<file path="src/rtl/bbc_pkg.sv">
// ---------------------------------------------------------------------------
// bbc_pkg: shared types and helpers for the bounding box crop block
// Payload structs, register indices, reset values and the axis padding math.
// ---------------------------------------------------------------------------
`timescale 1ns / 1ps

package bbc_pkg;

  // Fixed field widths
  localparam int COORD_W = 10;   // coordinate / size fields of a result
  localparam int SIZE_W  = 11;   // frame size registers
  localparam int PAD_W   = 7;    // padding register
  localparam int IDX_W   = 2;    // configuration register index
  localparam int HW_CAP  = 1024; // largest frame side the fields can carry

  // Configuration register indices
  localparam logic [IDX_W-1:0] REG_FRAME_WIDTH  = 2'd0;
  localparam logic [IDX_W-1:0] REG_FRAME_HEIGHT = 2'd1;
  localparam logic [IDX_W-1:0] REG_CROP_PADDING = 2'd2;

  // Register reset values
  localparam logic [SIZE_W-1:0] RST_FRAME_WIDTH  = 11'd320;
  localparam logic [SIZE_W-1:0] RST_FRAME_HEIGHT = 11'd240;
  localparam logic [PAD_W-1:0]  RST_CROP_PADDING = 7'd30;

  // Parameter defaults
  localparam int DEF_MAX_WIDTH  = 1024;
  localparam int DEF_MAX_HEIGHT = 1024;

  // Input transaction payload
  typedef struct packed {
    logic pixel_on;
  } pixel_t;

  // Result transaction payload
  typedef struct packed {
    logic               object_found;
    logic [COORD_W-1:0] crop_x;
    logic [COORD_W-1:0] crop_y;
    logic [COORD_W-1:0] crop_width;
    logic [COORD_W-1:0] crop_height;
  } box_t;

  // Frame summary handed from the tracker to the padding stage
  typedef struct packed {
    logic [COORD_W-1:0] least_column;
    logic [COORD_W-1:0] greatest_column;
    logic [COORD_W-1:0] least_row;
    logic [COORD_W-1:0] greatest_row;
    logic [SIZE_W-1:0]  width;
    logic [SIZE_W-1:0]  height;
    logic [PAD_W-1:0]   padding;
  } snap_t;

  // One padded axis
  typedef struct packed {
    logic [SIZE_W-1:0] start;
    logic [SIZE_W-1:0] size;
  } axis_t;

  // Clamp a size register to 1 .. top
  function automatic logic [SIZE_W-1:0] limit_size(input logic [SIZE_W-1:0] v,
                                                   input logic [SIZE_W-1:0] top);
    logic [SIZE_W-1:0] res;
    if (v == '0) begin
      res = SIZE_W'(1);
    end else if (v > top) begin
      res = top;
    end else begin
      res = v;
    end
    return res;
  endfunction

  // Move both edges out by the padding, clamping them to 0 and extent-1
  function automatic axis_t pad_axis(input logic [COORD_W-1:0] lo,
                                     input logic [COORD_W-1:0] hi,
                                     input logic [SIZE_W-1:0]  extent,
                                     input logic [PAD_W-1:0]   pad);
    axis_t             res;
    logic [SIZE_W-1:0] lo_w;
    logic [SIZE_W-1:0] pad_w;
    logic [SIZE_W-1:0] ends;
    lo_w  = SIZE_W'(lo);
    pad_w = SIZE_W'(pad);
    ends  = SIZE_W'(hi) + pad_w;
    res.start = (lo_w > pad_w) ? (lo_w - pad_w) : '0;
    if (ends >= extent) begin
      res.size = extent - SIZE_W'(1) - res.start;
    end else begin
      res.size = ends - res.start;
    end
    return res;
  endfunction

endpackage

</file>
<file path="src/rtl/bbc_stream_if.sv">
// ---------------------------------------------------------------------------
// bbc_stream_if: valid/ready channel
// Carries one payload per transaction; source drives valid and data.
// ---------------------------------------------------------------------------
`timescale 1ns / 1ps

interface bbc_stream_if #(
  parameter type payload_t = logic
) ();

  logic     valid;
  logic     ready;
  payload_t data;

  modport source (output valid, output data, input ready);
  modport sink   (input valid, input data, output ready);

endinterface

</file>
<file path="src/rtl/bbc_track.sv">
// ---------------------------------------------------------------------------
// bbc_track: raster counters and extreme tracking
// Holds the configuration registers, walks column/row counters and keeps the
// least and greatest column and row of set pixels; latches a frame summary
// after the last pixel.
// ---------------------------------------------------------------------------
`timescale 1ns / 1ps

module bbc_track #(
  parameter int MAX_WIDTH  = bbc_pkg::DEF_MAX_WIDTH,
  parameter int MAX_HEIGHT = bbc_pkg::DEF_MAX_HEIGHT
) (
  input  logic                         clk,
  input  logic                         rst_n,
  input  logic                         cfg_we,
  input  logic [bbc_pkg::IDX_W-1:0]    cfg_index,
  input  logic [bbc_pkg::SIZE_W-1:0]   cfg_wdata,
  input  logic                         pix_fire,
  input  logic                         pixel_on,
  output logic                         snap_valid,
  input  logic                         snap_ready,
  output bbc_pkg::snap_t               snap
);

  // Largest usable side and counter widths
  localparam int WCAP = (MAX_WIDTH  < bbc_pkg::HW_CAP) ? MAX_WIDTH  : bbc_pkg::HW_CAP;
  localparam int HCAP = (MAX_HEIGHT < bbc_pkg::HW_CAP) ? MAX_HEIGHT : bbc_pkg::HW_CAP;
  localparam int XW   = $clog2(WCAP);
  localparam int YW   = $clog2(HCAP);
  localparam logic [bbc_pkg::SIZE_W-1:0] WCAP_S = bbc_pkg::SIZE_W'(WCAP);
  localparam logic [bbc_pkg::SIZE_W-1:0] HCAP_S = bbc_pkg::SIZE_W'(HCAP);

  // Configuration registers
  logic [bbc_pkg::SIZE_W-1:0] frame_width_r;
  logic [bbc_pkg::SIZE_W-1:0] frame_height_r;
  logic [bbc_pkg::PAD_W-1:0]  crop_padding_r;

  // Tracking state
  logic [XW-1:0] col_r, col_nxt;
  logic [YW-1:0] row_r, row_nxt;
  logic [XW-1:0] lc_r, lc_nxt, gc_r, gc_nxt;
  logic [YW-1:0] lr_r, lr_nxt, gr_r, gr_nxt;

  logic                       snap_v_r;
  bbc_pkg::snap_t             snap_r;

  logic [bbc_pkg::SIZE_W-1:0] w_eff, h_eff;
  logic [bbc_pkg::SIZE_W-1:0] w_new, h_new;
  logic [XW-1:0]              lc_upd, gc_upd;
  logic [YW-1:0]              lr_upd, gr_upd;
  logic                       col_last, frame_last;
  logic                       size_write;

  assign w_eff = bbc_pkg::limit_size(frame_width_r,  WCAP_S);
  assign h_eff = bbc_pkg::limit_size(frame_height_r, HCAP_S);

  // Size the frame restarts with after a size write
  always_comb begin
    w_new = w_eff;
    h_new = h_eff;
    if (cfg_we && cfg_index == bbc_pkg::REG_FRAME_WIDTH) begin
      w_new = bbc_pkg::limit_size(cfg_wdata, WCAP_S);
    end
    if (cfg_we && cfg_index == bbc_pkg::REG_FRAME_HEIGHT) begin
      h_new = bbc_pkg::limit_size(cfg_wdata, HCAP_S);
    end
  end

  assign size_write = cfg_we && (cfg_index == bbc_pkg::REG_FRAME_WIDTH ||
                                 cfg_index == bbc_pkg::REG_FRAME_HEIGHT);

  // Extremes including the current pixel, each compare on its own
  always_comb begin
    lc_upd = lc_r;
    gc_upd = gc_r;
    lr_upd = lr_r;
    gr_upd = gr_r;
    if (pixel_on) begin
      if (col_r < lc_r) lc_upd = col_r;
      if (col_r > gc_r) gc_upd = col_r;
      if (row_r < lr_r) lr_upd = row_r;
      if (row_r > gr_r) gr_upd = row_r;
    end
  end

  assign col_last   = (bbc_pkg::SIZE_W'(col_r) + 1'b1) >= w_eff;
  assign frame_last = col_last && ((bbc_pkg::SIZE_W'(row_r) + 1'b1) >= h_eff);

  // Next state of counters and extremes
  always_comb begin
    col_nxt = col_r;
    row_nxt = row_r;
    lc_nxt  = lc_r;
    gc_nxt  = gc_r;
    lr_nxt  = lr_r;
    gr_nxt  = gr_r;
    if (size_write || (pix_fire && frame_last)) begin
      col_nxt = '0;
      row_nxt = '0;
      lc_nxt  = XW'(w_new - 1'b1);
      gc_nxt  = '0;
      lr_nxt  = YW'(h_new - 1'b1);
      gr_nxt  = '0;
    end else if (pix_fire) begin
      lc_nxt = lc_upd;
      gc_nxt = gc_upd;
      lr_nxt = lr_upd;
      gr_nxt = gr_upd;
      if (col_last) begin
        col_nxt = '0;
        row_nxt = row_r + 1'b1;
      end else begin
        col_nxt = col_r + 1'b1;
      end
    end
  end

  // Configuration and tracking registers
  always_ff @(posedge clk) begin
    if (!rst_n) begin
      frame_width_r  <= bbc_pkg::RST_FRAME_WIDTH;
      frame_height_r <= bbc_pkg::RST_FRAME_HEIGHT;
      crop_padding_r <= bbc_pkg::RST_CROP_PADDING;
      col_r <= '0;
      row_r <= '0;
      lc_r  <= XW'(bbc_pkg::limit_size(bbc_pkg::RST_FRAME_WIDTH, WCAP_S) - 1'b1);
      gc_r  <= '0;
      lr_r  <= YW'(bbc_pkg::limit_size(bbc_pkg::RST_FRAME_HEIGHT, HCAP_S) - 1'b1);
      gr_r  <= '0;
    end else begin
      if (cfg_we && cfg_index == bbc_pkg::REG_FRAME_WIDTH) frame_width_r <= cfg_wdata;
      if (cfg_we && cfg_index == bbc_pkg::REG_FRAME_HEIGHT) frame_height_r <= cfg_wdata;
      if (cfg_we && cfg_index == bbc_pkg::REG_CROP_PADDING) begin
        crop_padding_r <= cfg_wdata[bbc_pkg::PAD_W-1:0];
      end
      col_r <= col_nxt;
      row_r <= row_nxt;
      lc_r  <= lc_nxt;
      gc_r  <= gc_nxt;
      lr_r  <= lr_nxt;
      gr_r  <= gr_nxt;
    end
  end

  // Frame summary stage
  always_ff @(posedge clk) begin
    if (!rst_n) begin
      snap_v_r <= 1'b0;
    end else if (pix_fire && frame_last) begin
      snap_v_r <= 1'b1;
    end else if (snap_ready) begin
      snap_v_r <= 1'b0;
    end
  end

  always_ff @(posedge clk) begin
    if (pix_fire && frame_last) begin
      snap_r.least_column    <= bbc_pkg::COORD_W'(lc_upd);
      snap_r.greatest_column <= bbc_pkg::COORD_W'(gc_upd);
      snap_r.least_row       <= bbc_pkg::COORD_W'(lr_upd);
      snap_r.greatest_row    <= bbc_pkg::COORD_W'(gr_upd);
      snap_r.width           <= w_eff;
      snap_r.height          <= h_eff;
      snap_r.padding         <= crop_padding_r;
    end
  end

  assign snap_valid = snap_v_r;
  assign snap       = snap_r;

  // Counters stay inside the frame
  a_col_in_frame: assert property (@(posedge clk) disable iff (!rst_n)
    bbc_pkg::SIZE_W'(col_r) < w_eff)
    else $error("column counter beyond frame width");

  a_row_in_frame: assert property (@(posedge clk) disable iff (!rst_n)
    bbc_pkg::SIZE_W'(row_r) < h_eff)
    else $error("row counter beyond frame height");

  // Last pixel restarts the raster and raises the summary
  a_frame_restart: assert property (@(posedge clk) disable iff (!rst_n)
    pix_fire && frame_last |=> col_r == '0 && row_r == '0 && gc_r == '0 && snap_v_r)
    else $error("frame end did not restart tracking");

endmodule

</file>
<file path="src/rtl/bbc_pad.sv">
// ---------------------------------------------------------------------------
// bbc_pad: padding, clamping and result register
// Turns a frame summary into a padded crop box and holds it until taken.
// ---------------------------------------------------------------------------
`timescale 1ns / 1ps

module bbc_pad (
  input  logic           clk,
  input  logic           rst_n,
  input  logic           snap_valid,
  output logic           snap_ready,
  input  bbc_pkg::snap_t snap,
  output logic           box_valid,
  input  logic           box_ready,
  output bbc_pkg::box_t  box
);

  logic           box_v_r;
  bbc_pkg::box_t  box_r, box_nxt;
  bbc_pkg::axis_t ax, ay;
  logic           found;

  // Result register can take a summary when empty or being drained
  assign snap_ready = !box_v_r || box_ready;

  assign found = (snap.greatest_column != '0) && (snap.greatest_row != '0);
  assign ax = bbc_pkg::pad_axis(snap.least_column, snap.greatest_column,
                                snap.width, snap.padding);
  assign ay = bbc_pkg::pad_axis(snap.least_row, snap.greatest_row,
                                snap.height, snap.padding);

  // Box fields; all zero when nothing was found
  always_comb begin
    box_nxt = '0;
    if (found) begin
      box_nxt.object_found = 1'b1;
      box_nxt.crop_x       = ax.start[bbc_pkg::COORD_W-1:0];
      box_nxt.crop_y       = ay.start[bbc_pkg::COORD_W-1:0];
      box_nxt.crop_width   = ax.size[bbc_pkg::COORD_W-1:0];
      box_nxt.crop_height  = ay.size[bbc_pkg::COORD_W-1:0];
    end
  end

  always_ff @(posedge clk) begin
    if (!rst_n) begin
      box_v_r <= 1'b0;
    end else if (snap_ready) begin
      box_v_r <= snap_valid;
    end
  end

  always_ff @(posedge clk) begin
    if (snap_ready && snap_valid) begin
      box_r <= box_nxt;
    end
  end

  assign box_valid = box_v_r;
  assign box       = box_r;

  // A moved summary always shows up as a result next cycle
  a_load_valid: assert property (@(posedge clk) disable iff (!rst_n)
    snap_valid && snap_ready |=> box_v_r)
    else $error("summary lost in padding stage");

  // An unmoved, stalled result keeps its fields
  a_hold: assert property (@(posedge clk) disable iff (!rst_n)
    box_v_r && !box_ready |=> box_v_r && $stable(box_r))
    else $error("stalled result changed");

endmodule

</file>
<file path="src/rtl/binary_bounding_box_crop.sv">
// ---------------------------------------------------------------------------
// binary_bounding_box_crop: bounding box of set pixels with padded crop
// After the last pixel of a frame is accepted, the result passes the tracker
// summary register, then the padding/result register. Counters and extremes
// are registered; throughput is one pixel per cycle unless the input stalls.
// Reset (synchronous, rst_n low): registers to 320 x 240 with padding 30,
// counters and extremes to a fresh frame, no result pending.
// ---------------------------------------------------------------------------
`timescale 1ns / 1ps

module binary_bounding_box_crop #(
  parameter int MAX_WIDTH  = bbc_pkg::DEF_MAX_WIDTH,
  parameter int MAX_HEIGHT = bbc_pkg::DEF_MAX_HEIGHT
) (
  input  logic                       clk,
  input  logic                       rst_n,
  input  logic                       cfg_we,
  input  logic [bbc_pkg::IDX_W-1:0]  cfg_index,
  input  logic [bbc_pkg::SIZE_W-1:0] cfg_wdata,
  bbc_stream_if.sink                 in_ch,
  bbc_stream_if.source               out_ch
);

  logic           snap_valid;
  logic           snap_ready;
  logic           pix_fire;
  bbc_pkg::snap_t snap;
  bbc_pkg::pixel_t pix;
  bbc_pkg::box_t   box;

  // Input stalls only when a summary waits on a full, blocked result register
  assign in_ch.ready = !snap_valid || snap_ready;
  assign pix_fire    = in_ch.valid && in_ch.ready;
  assign pix         = in_ch.data;

  bbc_track #(
    .MAX_WIDTH  (MAX_WIDTH),
    .MAX_HEIGHT (MAX_HEIGHT)
  ) u_track (
    .clk        (clk),
    .rst_n      (rst_n),
    .cfg_we     (cfg_we),
    .cfg_index  (cfg_index),
    .cfg_wdata  (cfg_wdata),
    .pix_fire   (pix_fire),
    .pixel_on   (pix.pixel_on),
    .snap_valid (snap_valid),
    .snap_ready (snap_ready),
    .snap       (snap)
  );

  bbc_pad u_pad (
    .clk        (clk),
    .rst_n      (rst_n),
    .snap_valid (snap_valid),
    .snap_ready (snap_ready),
    .snap       (snap),
    .box_valid  (out_ch.valid),
    .box_ready  (out_ch.ready),
    .box        (box)
  );

  assign out_ch.data = box;

endmodule
</file>
<file path="src/flat_wrapper.sv">
// flat-port wrapper written by rule: the top's interface ports become plain ports
module binary_bounding_box_crop_flat 
#(
  parameter int MAX_WIDTH  = bbc_pkg::DEF_MAX_WIDTH,
  parameter int MAX_HEIGHT = bbc_pkg::DEF_MAX_HEIGHT
)
  (clk, rst_n, cfg_we, cfg_index, cfg_wdata, in_ch_valid, in_ch_data, in_ch_ready, out_ch_valid, out_ch_data, out_ch_ready);
  bbc_stream_if in_ch_i ();
  bbc_stream_if out_ch_i ();
  input  logic clk;
  input  logic rst_n;
  input  logic cfg_we;
  input  logic [bbc_pkg::IDX_W-1:0] cfg_index;
  input  logic [bbc_pkg::SIZE_W-1:0] cfg_wdata;
  input wire logic [$bits(in_ch_i.valid)-1:0] in_ch_valid;
  input wire logic [$bits(in_ch_i.data)-1:0] in_ch_data;
  output wire logic [$bits(in_ch_i.ready)-1:0] in_ch_ready;
  output wire logic [$bits(out_ch_i.valid)-1:0] out_ch_valid;
  output wire logic [$bits(out_ch_i.data)-1:0] out_ch_data;
  input wire logic [$bits(out_ch_i.ready)-1:0] out_ch_ready;
  assign in_ch_i.valid = in_ch_valid;
  assign in_ch_i.data = in_ch_data;
  assign in_ch_ready = in_ch_i.ready;
  assign out_ch_valid = out_ch_i.valid;
  assign out_ch_data = out_ch_i.data;
  assign out_ch_i.ready = out_ch_ready;
  binary_bounding_box_crop #(.MAX_WIDTH(MAX_WIDTH), .MAX_HEIGHT(MAX_HEIGHT)) u_core (.clk(clk), .rst_n(rst_n), .cfg_we(cfg_we), .cfg_index(cfg_index), .cfg_wdata(cfg_wdata), .in_ch(in_ch_i), .out_ch(out_ch_i));
endmodule
</file>
<file path="config.mk">
export PLATFORM = sky130hd
export DESIGN_NAME = binary_bounding_box_crop_flat
export DESIGN_NICKNAME = d
export VERILOG_FILES = /design/src/rtl/bbc_pkg.sv /design/src/rtl/bbc_stream_if.sv /design/src/rtl/bbc_track.sv /design/src/rtl/bbc_pad.sv /design/src/rtl/binary_bounding_box_crop.sv /design/src/flat_wrapper.sv
export SDC_FILE = /design/constraint.sdc
export NUM_CORES = 1
export LEC_CHECK = 0
export BUFFER_PORTS_ARGS = -buffer_cell sky130_fd_sc_hd__buf_2
export CAP_MARGIN = 30
export CORE_MARGIN = 2
export CORE_UTILIZATION = 45
export CTS_CLUSTER_DIAMETER = 50
export DETAILED_ROUTE_END_ITERATION = 12
export SLEW_MARGIN = 10
export SYNTH_ARGS = -nofsm -noshare
export SYNTH_HDL_FRONTEND = slang
export SYNTH_SLANG_ARGS = --single-unit
</file>
<file path="constraint.sdc">
create_clock -name clk -period 5.8 [get_ports clk]
set_clock_uncertainty 0.2 [all_clocks]
set_input_delay 0.87 -clock clk [delete_from_list [all_inputs] [get_ports clk]]
set_output_delay 0.87 -clock clk [all_outputs]
set_load 0.005 [all_outputs]
</file>
After elaboration in Yosys (flattened, before gate mapping). Cells that the tools add are included.

Output and inout bits: 3. Memories kept: 0. Flip-flop bits (word level): 130. Memory bits (read-only): 0. Latch bits: 0. Input port bits: 19. Logic and storage cells: 84. Memory bits (writable): 0.

Div/mod/pow operators: 0. Equal/unequal tests: 2. Multiply operators: 0. Magnitude comparators: 10. Add/subtract/negate cells: 10. Reductions and logical operators: 25. Shifts and indexed selects: 0. Bitwise operators: 1. Multiplexer cells: 20.

Operators by type and width (number): two-way mux 10 bit (12); two-way mux 11 bit (4); greater-or-equal comparator 11 bit (3); > comparator 11 bit (second input constant) (3); logical NOT 11 bit (3); adder 10 x 1 -> 11 bit (second input constant) (2); adder 10 x 1 -> 10 bit (second input constant) (2); > comparator 10 bit (2); nonzero test 10 bit (2); adder 10 x 7 -> 11 bit (1); > comparator 10 x 7 -> 1 bit (1); < comparator 10 bit (1); subtractor 10 x 1 -> 10 bit (second input constant) (1); logical AND 1 bit (9); logical OR 1 bit (4); two-way mux 1 bit (4); nonzero test 2 bit (2); subtractor 1 bit (3); equality test 2 x 1 -> 1 bit (second input constant) (1); equality test 2 bit (second input constant) (1); logical NOT 1 bit (2); logical NOT 2 bit (1); AND reduction 2 bit (1); OR reduction 2 bit (1); 2 further kinds (2).

Depth between registers and ports, before layout. Gate-level depths: netlist of the first run.

Depth after elaboration: 8. Mapped depth: 17. Depth with buffers taken out: 17.

Hierarchy. From an unflattened synthesis of the first run, not the netlist that was laid out.

Cell total of the unflattened synthesis: 1528. Area total of the unflattened synthesis: 13967.1 um^2.

Modules (own cells, without submodules): bbc_track (area an instance 8684.6 um^2, sequential area each 3873.7 um^2, times used 1, cells an instance 927); bbc_pad (area an instance 5260.0 um^2, sequential area each 1251.2 um^2, times used 1, cells an instance 599); binary_bounding_box_crop (area an instance 22.5 um^2, sequential area each 0.0 um^2, times used 1, cells an instance 2).

Least setup slack after synthesis of the first run. Ideal clock, no wire load.

Path type: reg-to-reg. Start point: reg u_core.u_track.snap_r (netlist bit u_core.u_track.snap[0]). End point: reg u_core.u_pad.box_r (netlist bit u_core.u_pad.box[0]), data pin. Stages on the path, launching flop included: 18. Period minus slack after synthesis: 4.015 ns. Library setup time: 0.260 ns. Arrival: 3.555 ns. Setup slack: 1.785 ns. Path buffers: 0. Data required time: 5.340 ns. Path through: edfxtp_1 -> ha_1 -> fa_1 -> a21o_1 -> a21oi_1 -> o21bai_1 -> a21oi_1 -> nor2b_1 -> o21ai_0 -> xnor2_1 -> ha_1 -> a21o_1 -> a21o_1 -> a21oi_1 -> mux2i_1 -> o21ai_0 -> nor2_1 -> mux2_2.

Cells in the longest elaborated chain, start to end: 4. Elaborated cells between the ends (all ways): 8. Those cells by class: 4 x add/sub; 2 x order compare; 2 x mux.

RTL lines: start: declaration (RTL line bbc_track.sv:45) `bbc_pkg::snap_t snap_r;`; parallel branches: the longest is 3 deep, another holds adder 10 x 7 -> 11 bit; two-way mux 1 bit * (RTL line bbc_pkg.sv:88) `if (ends >= extent) begin`; end signal: assignment (RTL line bbc_pad.sv:54) `box_r <= box_nxt;`; end: declaration (RTL line bbc_pad.sv:19) `bbc_pkg::box_t box_r, box_nxt;`.

Mark *: on every way between the ends. A chain may end at the register's enable or synchronous reset.

Worst setup path in the final report of the first run. Same ends and word-level chain as after synthesis.

==> impl_metrics.xml, run 1 <==
<?xml version="1.0" encoding="UTF-8"?>
<metrics>
  <group name="run_status">
    <metric name="run_status" unit="">finished clean</metric>
  </group>
  <group name="detailed_routing">
    <metric name="route.detailed.vias_per_inst" unit="">5.41</metric>
    <metric name="route.detailed.wl_per_inst" unit="um">16.4</metric>
    <metric name="route.vias.total" unit="">6002</metric>
    <metric name="routed_wire_length" unit="um">18200</metric>
    <metric name="post-route-drc-count" unit="">0</metric>
    <metric name="ant_nets" unit="">0</metric>
    <metric name="initialDrtViolationCount" unit="">350</metric>
    <metric name="drtPass1Iterations" unit="">5</metric>
  </group>
  <group name="place">
    <metric name="dp.cells" unit="">1078</metric>
    <metric name="dpl_cell_area" unit="sq mm">0.00801</metric>
    <metric name="dp_hpwl" unit="um">13400</metric>
    <metric name="port_buffers" unit="">21</metric>
    <metric name="placer_s_final_routability_congestion_estimate" unit="">0.860</metric>
  </group>
  <group name="setup_path">
    <metric name="worst_ep_required_time" unit="ns">5.77</metric>
    <metric name="critPathKind" unit="">reg2reg</metric>
    <metric name="setup.worst_path.start_class" unit="">flip-flop</metric>
    <metric name="cpMaxStageDelayCell" unit="">fa_1</metric>
    <metric name="path_delay_family" unit="">compound AO/OA/AOI/OAI gates</metric>
    <metric name="critical_path.cell_chain" unit="">ha_1 &gt; fa_1 &gt; a21o_1 &gt; a21oi_1 &gt; o21bai_1 &gt; a21oi_1 &gt; nor2b_1 &gt; o21ai_0 &gt; xnor2_1 &gt; ha_1 &gt; a21o_1 &gt; a21o_1 &gt; a21oi_1 &gt; mux2i_1 &gt; o21ai_0 &gt; nor2_1 &gt; mux2_2</metric>
    <metric name="timing.critical_path.to_type" unit="">flip-flop</metric>
    <metric name="critPathBufInv" unit="">0</metric>
    <metric name="max_stage_delay" unit="ns">0.46</metric>
    <metric name="crit_path_max_fanout" unit="">2</metric>
    <metric name="critPathArrivalTime" unit="ns">4.19</metric>
  </group>
  <group name="timing">
    <metric name="finalSetupTns" unit="ns">0</metric>
    <metric name="final.min_clock_period" unit="ns">4.22</metric>
    <metric name="timing.fmax" unit="MHz">237</metric>
    <metric name="final-max-slew-violation-count" unit="">0</metric>
    <metric name="hold_violation_total_from_the_final_report" unit="">0</metric>
    <metric name="rsz_0062_raised_after_global_routing" unit="">no</metric>
    <metric name="setup-violations-final" unit="">0</metric>
    <metric name="tightestPinTransition" unit="ns">0.957</metric>
    <metric name="maxSlewHeadroom" unit="%">35.9</metric>
    <metric name="fin_crit_sh" unit="%">72.8</metric>
  </group>
  <group name="synthesis">
    <metric name="yosysTopAreaCellShare" unit="%">21.0</metric>
    <metric name="synthMuxAreaShare" unit="%">5.51</metric>
    <metric name="dominant_synthesized_flop_cell" unit="">dfxtp_1</metric>
    <metric name="syn_avg_cell_area" unit="sq um">8.91</metric>
    <metric name="async_set_or_reset_flop_fraction_in_the_synthesized_netlist" unit="%">0</metric>
    <metric name="dominant_combinational_cell_family_by_area_after_synthesis" unit="">simple AND/OR/NAND/NOR gates</metric>
    <metric name="synth_cells" unit="">867</metric>
    <metric name="compound_gate_fraction_of_synth_area" unit="%">12.9</metric>
    <metric name="yosysSeqAreaShare" unit="%">40.1</metric>
    <metric name="synth_most_common_cell" unit="">nand2_1</metric>
    <metric name="synth_largest_area_cell" unit="">dfxtp_1</metric>
    <metric name="synth.ff_latch_count" unit="">130</metric>
    <metric name="syn_nets" unit="">966</metric>
    <metric name="synth_top_cells_by_area" unit="">dfxtp_1, edfxtp_1, ha_1</metric>
    <metric name="syn_area" unit="sq mm">0.00772</metric>
    <metric name="synthDistinctLibCells" unit="">60</metric>
    <metric name="synth-xor-area-share" unit="%">4.52</metric>
    <metric name="yosys_synthesis_warning_count" unit="">0</metric>
    <metric name="simple_gate_portion_of_the_synthesized_area" unit="%">18.7</metric>
    <metric name="synth_edf_count" unit="">49</metric>
    <metric name="synth_common_cells" unit="">nand2_1, dfxtp_1, ha_1, inv_1, nor2_1</metric>
    <metric name="synth-adder-area-share" unit="%">13.1</metric>
  </group>
  <group name="global_routing">
    <metric name="grt_max_degree" unit="">49</metric>
    <metric name="grt_first_pass_wirelength" unit="um">30100</metric>
    <metric name="global_route_total_overflow" unit="">0</metric>
    <metric name="antenna_found_initial" unit="">0</metric>
    <metric name="track_usage" unit="%">21.4</metric>
    <metric name="number_of_global_route_vias_before_repair" unit="">5758</metric>
  </group>
  <group name="finish">
    <metric name="final_area" unit="sq mm">0.00861</metric>
    <metric name="final_core_utilization" unit="%">51.6</metric>
    <metric name="layout.cells.non_filler" unit="">1110</metric>
    <metric name="layout-drive-gt1-share" unit="%">8.54</metric>
    <metric name="finish.net_count" unit="">976</metric>
    <metric name="area_delta_synth_final" unit="%">11.6</metric>
    <metric name="antenna_cells" unit="">0</metric>
  </group>
  <group name="die">
    <metric name="die-width" unit="um">135</metric>
    <metric name="area_of_the_core" unit="sq mm">0.0167</metric>
    <metric name="die_h" unit="um">135</metric>
    <metric name="initial_core_util" unit="%">46.2</metric>
    <metric name="core.rowCount" unit="">47</metric>
    <metric name="ios" unit="">22</metric>
    <metric name="full_die_area" unit="sq mm">0.0182</metric>
  </group>
  <group name="clocking">
    <metric name="clock_sink_count" unit="">130</metric>
    <metric name="hold_buffers" unit="">0</metric>
    <metric name="clock_tree.htree_level_count" unit="">4</metric>
    <metric name="clk_path_buf_depth" unit="">2</metric>
    <metric name="cts_tree" unit="">yes</metric>
    <metric name="post_cts_buffers" unit="">0</metric>
    <metric name="worstSkewPairLatency" unit="ns">0.42</metric>
    <metric name="post_cts_resize_count" unit="">0</metric>
    <metric name="path_clk_slew" unit="ns">0.06</metric>
    <metric name="cts_inserted_buffers" unit="">17</metric>
    <metric name="cts_root_buffer" unit="">clkbuf_16</metric>
  </group>
  <group name="power_and_ir_drop">
    <metric name="net-switching-power" unit="W">0.000501</metric>
    <metric name="power_per_cell_area" unit="mW/mm^2">255</metric>
    <metric name="power.sequential.fraction" unit="%">44.2</metric>
    <metric name="internal_power" unit="W">0.00170</metric>
    <metric name="clock_power_share" unit="%">49.0</metric>
    <metric name="ir_drop" unit="mV">0.228</metric>
    <metric name="design_power_total" unit="W">0.00220</metric>
    <metric name="power.share.combinational" unit="%">6.8</metric>
    <metric name="power.static_leakage" unit="nW">3.66</metric>
    <metric name="power_switching_share" unit="%">22.8</metric>
  </group>
  <group name="run">
    <metric name="max-cap-violations" unit="">0</metric>
  </group>
  <group name="worst_hold_path">
    <metric name="holdCritPathClass" unit="">reg2reg</metric>
  </group>
</metrics>
==> placed cells by master, fill, tap and decap left out, drive strengths merged, types with 12 or more instances in the layout <==
cell type	Yosys	layout
nand2	120	120
and3	17	17
buf	12	29
nor2	64	64
edfxtp	49	49
ha	79	79
a21oi	61	61
nor3	14	14
mux2i	29	29
clkbuf	26	24
nand3	33	33
xor2	23	23
o21ai	51	51
inv	67	67
mux2	12	12
nand3b	14	14
dfxtp	81	81
xnor2	16	16
==> final timing paths <==
| check | startpoint | end | slack [ns] | depth (start not counted) |
|---|---|---|---|---|
| max | u_core.u_track.snap[0]$_DFFE_PP_ | u_core.u_pad.box[0]$_SDFFCE_PN0P_ | 1.58 | 17 |
| min | u_core.u_track.crop_padding_r[3]$_SDFFE_PN1P_ | u_core.u_track.snap[3]$_DFFE_PP_ | 0.24 | 0 |
| max reg2reg | u_core.u_track.snap[0]$_DFFE_PP_ | u_core.u_pad.box[0]$_SDFFCE_PN0P_ | 1.58 | 17 |
| min reg2reg | u_core.u_track.crop_padding_r[3]$_SDFFE_PN1P_ | u_core.u_track.snap[3]$_DFFE_PP_ | 0.24 | 0 |
==> routing by layer <==
| layer | wire, um | global-route usage (%) | vias up |
|---|---|---|---|
| met5 | 0 | 0 | - |
| met4 | 368 | 7.93 | 0 |
| met3 | 731 | 3.75 | 21 |
| met2 | 7960 | 32.4 | 122 |
| met1 | 9100 | 30.8 | 2796 |
| li1 | - | - | 3063 |
==> worst reg2reg max path, delay by kind of cell (launching register included) <==
kind                       cells  cell delay (ns)
DFF                            1             0.40
muxes                          2             0.52
and+or+nand+nor                2             0.20
AOI/OAI and AO/OA              9             1.54
adders and majority gates      3             0.97
xor gates and xnor gates       1             0.15
==> state kept, by name, summed over array words and instances (netlist names) <==
name,cells
u_core.u_track.snap_valid,1
u_core.u_track.gc_r,10
u_core.u_track.frame_width_r,11
u_core.u_track.gr_r,10
u_core.u_pad.box,1
u_core.u_track.lr_r,10
u_core.u_track.frame_height_r,11
u_core.u_track.col_r,10
u_core.u_track.snap,48
u_core.u_pad.box_valid,1
u_core.u_track.crop_padding_r,7
u_core.u_track.row_r,10
==> kinds of logic after synthesis <==
group	Yosys count
AND/OR/NAND/NOR	304
multiplexers	41
adder cells (fa/ha/maj)	80
AO/OA/AOI/OAI	168
XOR/XNOR	39
flip-flops	130
buffers and inverters	105
==> power by group through the flow <==
stage / combinational (W) / sequential [W] / clock, W
after floorplan: 0.000105 / 0.000985 / 0
after global placement: 0.000145 / 0.000991 / 0
after detailed placement: 0.000147 / 0.000991 / 0
after CTS: 0.000148 / 0.000971 / 0.00109
after global routing: 0.000167 / 0.000974 / 0.00113
final: 0.000149 / 0.000972 / 0.00108
==> per-stage QoR <==
step | worst slack, ns | hold slack [ns]
floorplan | 1.79 | 0.208
global placement | 1.63 | 0.220
detailed placement | 1.58 | 0.228
CTS | 1.55 | 0.241
global route | 1.15 | 0.260
finish | 1.58 | 0.237
==> area by class of cell <==
cell class / count / area, sq um
Clock inverter: 8 / 68.8
Inverter: 67 / 251
Tap cell: 220 / 275
Clock buffer: 24 / 534
Sequential cell: 130 / 3090
Timing Repair Buffer: 29 / 169
Fill cell: 1596 / 8090
Multi-Input combinational cell: 632 / 4220
(Power assumes the default switching activity.)
==> run 2: changes to the inputs <==
==> constraint.sdc (replaced) <==
create_clock -name clk -period 4.25 [get_ports clk]
set_clock_uncertainty 0.2 [all_clocks]
set_input_delay 0.6375 -clock clk [delete_from_list [all_inputs] [get_ports clk]]
set_output_delay 0.6375 -clock clk [all_outputs]
set_load 0.005 [all_outputs]
==> impl_metrics.xml, run 2 (synthesis gave the netlist of run 1 again) <==
<?xml version="1.0" encoding="UTF-8"?>
<metrics>
  <group name="run_status">
    <metric name="run_status" unit="">finished clean</metric>
  </group>
  <group name="detailed_routing">
    <metric name="post-route-drc-count" unit="">0</metric>
    <metric name="route.detailed.vias_per_inst" unit="">5.42</metric>
    <metric name="drtPass1Iterations" unit="">5</metric>
    <metric name="routed_wire_length" unit="um">18500</metric>
    <metric name="ant_nets" unit="">0</metric>
    <metric name="initialDrtViolationCount" unit="">384</metric>
    <metric name="route.vias.total" unit="">6111</metric>
    <metric name="route.detailed.wl_per_inst" unit="um">16.4</metric>
  </group>
  <group name="clocking">
    <metric name="cts_root_buffer" unit="">clkbuf_16</metric>
    <metric name="worstSkewPairLatency" unit="ns">0.43</metric>
    <metric name="clock_tree.htree_level_count" unit="">4</metric>
    <metric name="clock_sink_count" unit="">130</metric>
    <metric name="cts_tree" unit="">yes</metric>
    <metric name="clk_path_buf_depth" unit="">2</metric>
    <metric name="path_clk_slew" unit="ns">0.06</metric>
    <metric name="cts_inserted_buffers" unit="">17</metric>
    <metric name="hold_buffers" unit="">0</metric>
  </group>
  <group name="finish">
    <metric name="layout-drive-gt1-share" unit="%">10.4</metric>
    <metric name="final_cell_mix" unit="">nand2_1, dfxtp_1, ha_1</metric>
    <metric name="layout_commonest_cell" unit="">nand2_1</metric>
    <metric name="largest_register_ff_count" unit="">48</metric>
    <metric name="layout.cells.non_filler" unit="">1128</metric>
    <metric name="area_delta_synth_final" unit="%">14.5</metric>
    <metric name="antenna_cells" unit="">0</metric>
    <metric name="final_core_utilization" unit="%">52.9</metric>
    <metric name="finish.net_count" unit="">994</metric>
  </group>
  <group name="setup_path">
    <metric name="reg2reg_from" unit="">u_core.u_track.snap[0]$_DFFE_PP_</metric>
    <metric name="worst_r2r_path_depth" unit="">17</metric>
    <metric name="max_stage_delay" unit="ns">0.46</metric>
    <metric name="worst_reg2reg_path_endpoint" unit="">u_core.u_pad.box[0]$_SDFFCE_PN0P_</metric>
    <metric name="critical_path.cell_chain" unit="">ha_2 &gt; fa_1 &gt; a21o_1 &gt; a21oi_2 &gt; o21bai_1 &gt; a21oi_2 &gt; nor2b_1 &gt; o21ai_1 &gt; xnor2_1 &gt; ha_1 &gt; a21o_1 &gt; a21o_1 &gt; a21oi_2 &gt; mux2i_1 &gt; o21ai_0 &gt; nor2_1 &gt; mux2_2</metric>
    <metric name="crit_path_max_fanout" unit="">2</metric>
    <metric name="timing.critical_path.to_type" unit="">flip-flop</metric>
    <metric name="setup.worst_path.start_class" unit="">flip-flop</metric>
    <metric name="path_delay_family" unit="">compound AO/OA/AOI/OAI gates</metric>
    <metric name="critPathArrivalTime" unit="ns">3.94</metric>
    <metric name="worst_ep_required_time" unit="ns">4.22</metric>
    <metric name="critPathKind" unit="">reg2reg</metric>
    <metric name="ff2ff_setup_slack" unit="ns">0.28</metric>
    <metric name="cpMaxStageDelayCell" unit="">fa_1</metric>
    <metric name="critPathBufInv" unit="">0</metric>
  </group>
  <group name="worst_hold_path">
    <metric name="worst_hold_startpoint" unit="">u_core.u_track.crop_padding_r[5]$_SDFFE_PN0P_</metric>
    <metric name="worst_hold_path.endpoint" unit="">u_core.u_track.snap[5]$_DFFE_PP_</metric>
    <metric name="hold_depth" unit="">0</metric>
    <metric name="holdCritPathClass" unit="">reg2reg</metric>
  </group>
  <group name="timing">
    <metric name="timing.fmax" unit="MHz">252</metric>
    <metric name="rsz_0062_raised_after_global_routing" unit="">no</metric>
    <metric name="hold_violation_total_from_the_final_report" unit="">0</metric>
    <metric name="final.min_clock_period" unit="ns">3.97</metric>
    <metric name="fin_crit_sh" unit="%">93.4</metric>
    <metric name="setup-violations-final" unit="">0</metric>
    <metric name="tightestPinTransition" unit="ns">0.863</metric>
    <metric name="layout_setup_ws" unit="ns">0.279</metric>
    <metric name="finalSetupTns" unit="ns">0</metric>
    <metric name="final-max-slew-violation-count" unit="">0</metric>
    <metric name="maxSlewHeadroom" unit="%">42.2</metric>
  </group>
  <group name="global_routing">
    <metric name="grt_max_degree" unit="">49</metric>
    <metric name="antenna_found_initial" unit="">0</metric>
    <metric name="number_of_global_route_vias_before_repair" unit="">5762</metric>
    <metric name="grt_first_pass_wirelength" unit="um">30300</metric>
    <metric name="global_route_total_overflow" unit="">0</metric>
    <metric name="track_usage" unit="%">21.8</metric>
  </group>
  <group name="die">
    <metric name="core.rowCount" unit="">47</metric>
    <metric name="area_of_the_core" unit="sq mm">0.0167</metric>
    <metric name="initial_core_util" unit="%">46.2</metric>
    <metric name="die_h" unit="um">135</metric>
    <metric name="full_die_area" unit="sq mm">0.0182</metric>
    <metric name="die-width" unit="um">135</metric>
    <metric name="ios" unit="">22</metric>
  </group>
  <group name="place">
    <metric name="place_ws" unit="ns">0.0324</metric>
    <metric name="dp_hpwl" unit="um">13700</metric>
    <metric name="port_buffers" unit="">21</metric>
    <metric name="placer_s_final_routability_congestion_estimate" unit="">0.849</metric>
    <metric name="dp.cells" unit="">1094</metric>
  </group>
  <group name="power_and_ir_drop">
    <metric name="power.static_leakage" unit="nW">3.77</metric>
    <metric name="power_per_cell_area" unit="mW/mm^2">360</metric>
    <metric name="ir_drop" unit="mV">0.283</metric>
    <metric name="design_power_total" unit="W">0.00318</metric>
  </group>
  <group name="run">
    <metric name="max-cap-violations" unit="">0</metric>
  </group>
</metrics>
-- run 2: report_power, final --
part / switching (W) / internal, W
clock network: 0.000536 / 0.00111
registers: 0.0000176 / 0.00131
logic: 0.000127 / 0.0000793
total: 0.000681 / 0.00250
-- run 2: how the worst max path moves through the flow --
stage | from | to | slack (ns) | cells past startpoint
final | u_core.u_track.snap[0]$_DFFE_PP_ | u_core.u_pad.box[0]$_SDFFCE_PN0P_ | 0.28 | 17
after global routing | u_core.u_track.snap[0]$_DFFE_PP_ | u_core.u_pad.box[0]$_SDFFCE_PN0P_ | 0.007 | 17
after CTS | u_core.u_track.snap[0]$_DFFE_PP_ | u_core.u_pad.box[0]$_SDFFCE_PN0P_ | 0.004 | 17
after detailed placement | u_core.u_track.snap[0]$_DFFE_PP_ | u_core.u_pad.box[0]$_SDFFCE_PN0P_ | 0.03 | 17
after global placement | u_core.u_track.snap[0]$_DFFE_PP_ | u_core.u_pad.box[0]$_SDFFCE_PN0P_ | 0.09 | 17
after floorplan | u_core.u_track.snap[0]$_DFFE_PP_ | u_core.u_pad.box[0]$_SDFFCE_PN0P_ | 0.24 | 17
-- run 2: layout make-up --
cell class | count | area [sq um]
fillers | 1615 | 7860
multi-input cells | 632 | 4240
flip-flops and latches | 130 | 3090
clock buffers | 21 | 450
repair buffers | 47 | 325
well taps | 220 | 275
inverters | 67 | 251
clock inverters | 11 | 208
-- run 2: per-layer routing --
layer	vias to the layer above	wire, um	track usage [%]
met5	-	0	0
met4	0	302	7.99
met3	26	690	3.60
met2	115	8360	32.6
met1	2870	9150	31.6
li1	3100	-	-
-- run 2: repair_timing --
item                       CTS  global route
resized for setup            0             5
setup endpoints to repair    0             1
setup buffers                0             2
-- run 2: metrics by stage --
stage	area (sq um)	hold slack, ns
after floorplan	7720	0.208
after global placement	8140	0.226
after detailed placement	8150	0.229
after CTS	8810	0.241
after global routing	8840	0.264
final	8840	0.243
==> run 3: changes to the inputs <==
==> constraint.sdc (replaced) <==
create_clock -name clk -period 3.3 [get_ports clk]
set_clock_uncertainty 0.2 [all_clocks]
set_input_delay 0.495 -clock clk [delete_from_list [all_inputs] [get_ports clk]]
set_output_delay 0.495 -clock clk [all_outputs]
set_load 0.005 [all_outputs]
==> impl_metrics.xml, run 3 (synthesis gave the netlist of run 1 again) <==
<?xml version="1.0" encoding="UTF-8"?>
<metrics>
  <group name="global_routing">
    <metric name="number_of_global_route_vias_before_repair" unit="">5927</metric>
    <metric name="antenna_found_initial" unit="">0</metric>
    <metric name="grt_max_degree" unit="">41</metric>
    <metric name="track_usage" unit="%">21.8</metric>
    <metric name="global_route_total_overflow" unit="">0</metric>
    <metric name="grt_first_pass_wirelength" unit="um">30700</metric>
  </group>
  <group name="die">
    <metric name="die_h" unit="um">135</metric>
    <metric name="initial_core_util" unit="%">46.2</metric>
    <metric name="ios" unit="">22</metric>
    <metric name="die-width" unit="um">135</metric>
    <metric name="core.rowCount" unit="">47</metric>
    <metric name="full_die_area" unit="sq mm">0.0182</metric>
    <metric name="area_of_the_core" unit="sq mm">0.0167</metric>
  </group>
  <group name="worst_hold_path">
    <metric name="holdCritPathClass" unit="">in2reg</metric>
    <metric name="worst_hold_startpoint" unit="">cfg_wdata[7]</metric>
  </group>
  <group name="run_status">
    <metric name="run_status" unit="">complete, but fails checks</metric>
    <metric name="failed_checks" unit="">negative setup slack</metric>
  </group>
  <group name="setup_path">
    <metric name="reg2reg_from" unit="">u_core.u_track.snap[0]$_DFFE_PP_</metric>
    <metric name="worst_r2r_path_depth" unit="">17</metric>
    <metric name="critical_path.cell_chain" unit="">ha_2 &gt; fa_2 &gt; a21o_1 &gt; a21oi_2 &gt; o21bai_1 &gt; a21oi_2 &gt; nor2b_1 &gt; o21ai_1 &gt; xnor2_1 &gt; ha_1 &gt; a21o_1 &gt; a21o_1 &gt; a21oi_2 &gt; mux2i_1 &gt; o21ai_1 &gt; nor2_1 &gt; mux2_4</metric>
    <metric name="worstSetupEndpoint" unit="">u_core.u_pad.box[0]$_SDFFCE_PN0P_</metric>
    <metric name="cp-startpoint" unit="">u_core.u_track.snap[0]$_DFFE_PP_</metric>
    <metric name="critPathKind" unit="">reg2reg</metric>
    <metric name="crit_path_max_fanout" unit="">2</metric>
    <metric name="setup.worst_path.start_class" unit="">flip-flop</metric>
    <metric name="worst_reg2reg_path_endpoint" unit="">u_core.u_pad.box[0]$_SDFFCE_PN0P_</metric>
    <metric name="max_stage_delay" unit="ns">0.39</metric>
    <metric name="cpMaxStageDelayCell" unit="">edfxtp_1</metric>
    <metric name="ff2ff_setup_slack" unit="ns">-0.44</metric>
    <metric name="critPathArrivalTime" unit="ns">3.71</metric>
    <metric name="worst_ep_required_time" unit="ns">3.26</metric>
    <metric name="timing.critical_path.to_type" unit="">flip-flop</metric>
  </group>
  <group name="timing">
    <metric name="hold_violation_total_from_the_final_report" unit="">0</metric>
    <metric name="timing.fmax" unit="MHz">267</metric>
    <metric name="setup-violations-final" unit="">2</metric>
    <metric name="final.min_clock_period" unit="ns">3.74</metric>
    <metric name="maxSlewHeadroom" unit="%">38.2</metric>
    <metric name="rsz_0062_raised_after_global_routing" unit="">yes</metric>
    <metric name="holdWs" unit="ns">0.157</metric>
    <metric name="finalSetupTns" unit="ns">-0.448</metric>
    <metric name="fin_crit_sh" unit="%">113</metric>
    <metric name="final-max-slew-violation-count" unit="">0</metric>
    <metric name="tightestPinTransition" unit="ns">0.926</metric>
    <metric name="layout_setup_ws" unit="ns">-0.445</metric>
  </group>
  <group name="detailed_routing">
    <metric name="route.detailed.wl_per_inst" unit="um">16.3</metric>
    <metric name="route.vias.total" unit="">6274</metric>
    <metric name="initialDrtViolationCount" unit="">354</metric>
    <metric name="drtPass1Iterations" unit="">5</metric>
    <metric name="routed_wire_length" unit="um">19200</metric>
    <metric name="ant_nets" unit="">0</metric>
    <metric name="route.detailed.vias_per_inst" unit="">5.35</metric>
    <metric name="post-route-drc-count" unit="">0</metric>
  </group>
  <group name="finish">
    <metric name="layout-drive-gt1-share" unit="%">18.9</metric>
    <metric name="num-fill-cells" unit="">1533</metric>
    <metric name="area_delta_synth_final" unit="%">21.0</metric>
    <metric name="final_cell_mix" unit="">nand2_1, dfxtp_1, ha_1</metric>
    <metric name="layout_commonest_cell" unit="">nand2_1</metric>
    <metric name="finish.net_count" unit="">1040</metric>
    <metric name="largest_register_ff_count" unit="">48</metric>
    <metric name="final_core_utilization" unit="%">56.0</metric>
    <metric name="antenna_cells" unit="">0</metric>
  </group>
  <group name="power_and_ir_drop">
    <metric name="ir_drop" unit="mV">0.391</metric>
    <metric name="power.static_leakage" unit="nW">4.00</metric>
    <metric name="power_per_cell_area" unit="mW/mm^2">412</metric>
  </group>
  <group name="clocking">
    <metric name="clock_sink_count" unit="">130</metric>
    <metric name="cts_tree" unit="">yes</metric>
    <metric name="cts_root_buffer" unit="">clkbuf_16</metric>
    <metric name="cts_inserted_buffers" unit="">17</metric>
    <metric name="path_clk_slew" unit="ns">0.06</metric>
    <metric name="worstSkewPairLatency" unit="ns">0.42</metric>
    <metric name="clk_path_buf_depth" unit="">2</metric>
    <metric name="clock_tree.htree_level_count" unit="">4</metric>
  </group>
  <group name="place">
    <metric name="port_buffers" unit="">21</metric>
    <metric name="placer_s_final_routability_congestion_estimate" unit="">0.873</metric>
    <metric name="place_ws" unit="ns">-0.494</metric>
    <metric name="dp_hpwl" unit="um">14400</metric>
  </group>
  <group name="run">
    <metric name="max-cap-violations" unit="">0</metric>
  </group>
</metrics>
## run 3: per-layer routing
layer	up-vias	wire length, um	GRT usage [%]
met5	-	0	0
met4	0	200	5.56
met3	18	924	3.60
met2	138	8740	33.8
met1	2917	9290	31.7
li1	3201	-	-
## run 3: worst min path at each step
stage / end / slack (ns) / depth (start not counted)
after global routing: u_core.u_track.frame_height_r[9]$_SDFFE_PN0P_ / 0.17 / 3
after CTS: u_core.u_track.frame_height_r[7]$_SDFFE_PN1P_ / 0.14 / 3
final: u_core.u_track.frame_height_r[7]$_SDFFE_PN1P_ / 0.16 / 3
after global placement: u_core.u_track.snap[6]$_DFFE_PP_ / 0.22 / 0
after detailed placement: u_core.u_track.snap[4]$_DFFE_PP_ / 0.23 / 0
after floorplan: u_core.u_track.snap[0]$_DFFE_PP_ / 0.21 / 0
## run 3: area by class of cell
class | count | area (sq um) | area share (%)
timing repair buffer | 93 | 711 | 7.60
clock buffer | 26 | 531 | 5.68
clock inverter | 5 | 50.0 | 0.536
inverter | 67 | 255 | 2.73
sequential | 130 | 3110 | 33.2
multi-input combinational | 632 | 4420 | 47.3
tap | 220 | 275 | 2.95
## run 3: worst max-delay path, delay by kind of cell (launching register included)
kind	cells	cell delay, ns
and+or+nand+nor	2	0.19
adders and majority gates	3	0.81
AOI/OAI and AO/OA	9	1.26
xor gates and xnor gates	1	0.14
DFF	1	0.39
muxes	2	0.49
## run 3: metrics by stage
step	area, sq um	cells	power [W]
floorplan	7790	867	0.00192
global placement	8520	1131	0.00202
detailed placement	8520	1131	0.00202
CTS	9140	1166	0.00386
global route	9350	1173	0.00396
finish	9350	1173	0.00385
## run 3: power breakdown
part | switching [W] | internal [W] | total, W
Combinational | 0.000184 | 0.000122 | 0.000306
Clock | 0.000662 | 0.00117 | 0.00183
Sequential | 0.0000226 | 0.00168 | 0.00171
## run 3: what timing repair did
action | CTS | global route
endpoints found under the hold margin | 0 | 0
endpoints found under the setup margin | 54 | 98
pin swaps | 7 | 21
buffers inserted | 4 | 7
hold buffers | 0 | 0
gates resized for setup | 3 | 37
gates cloned | 0 | 1
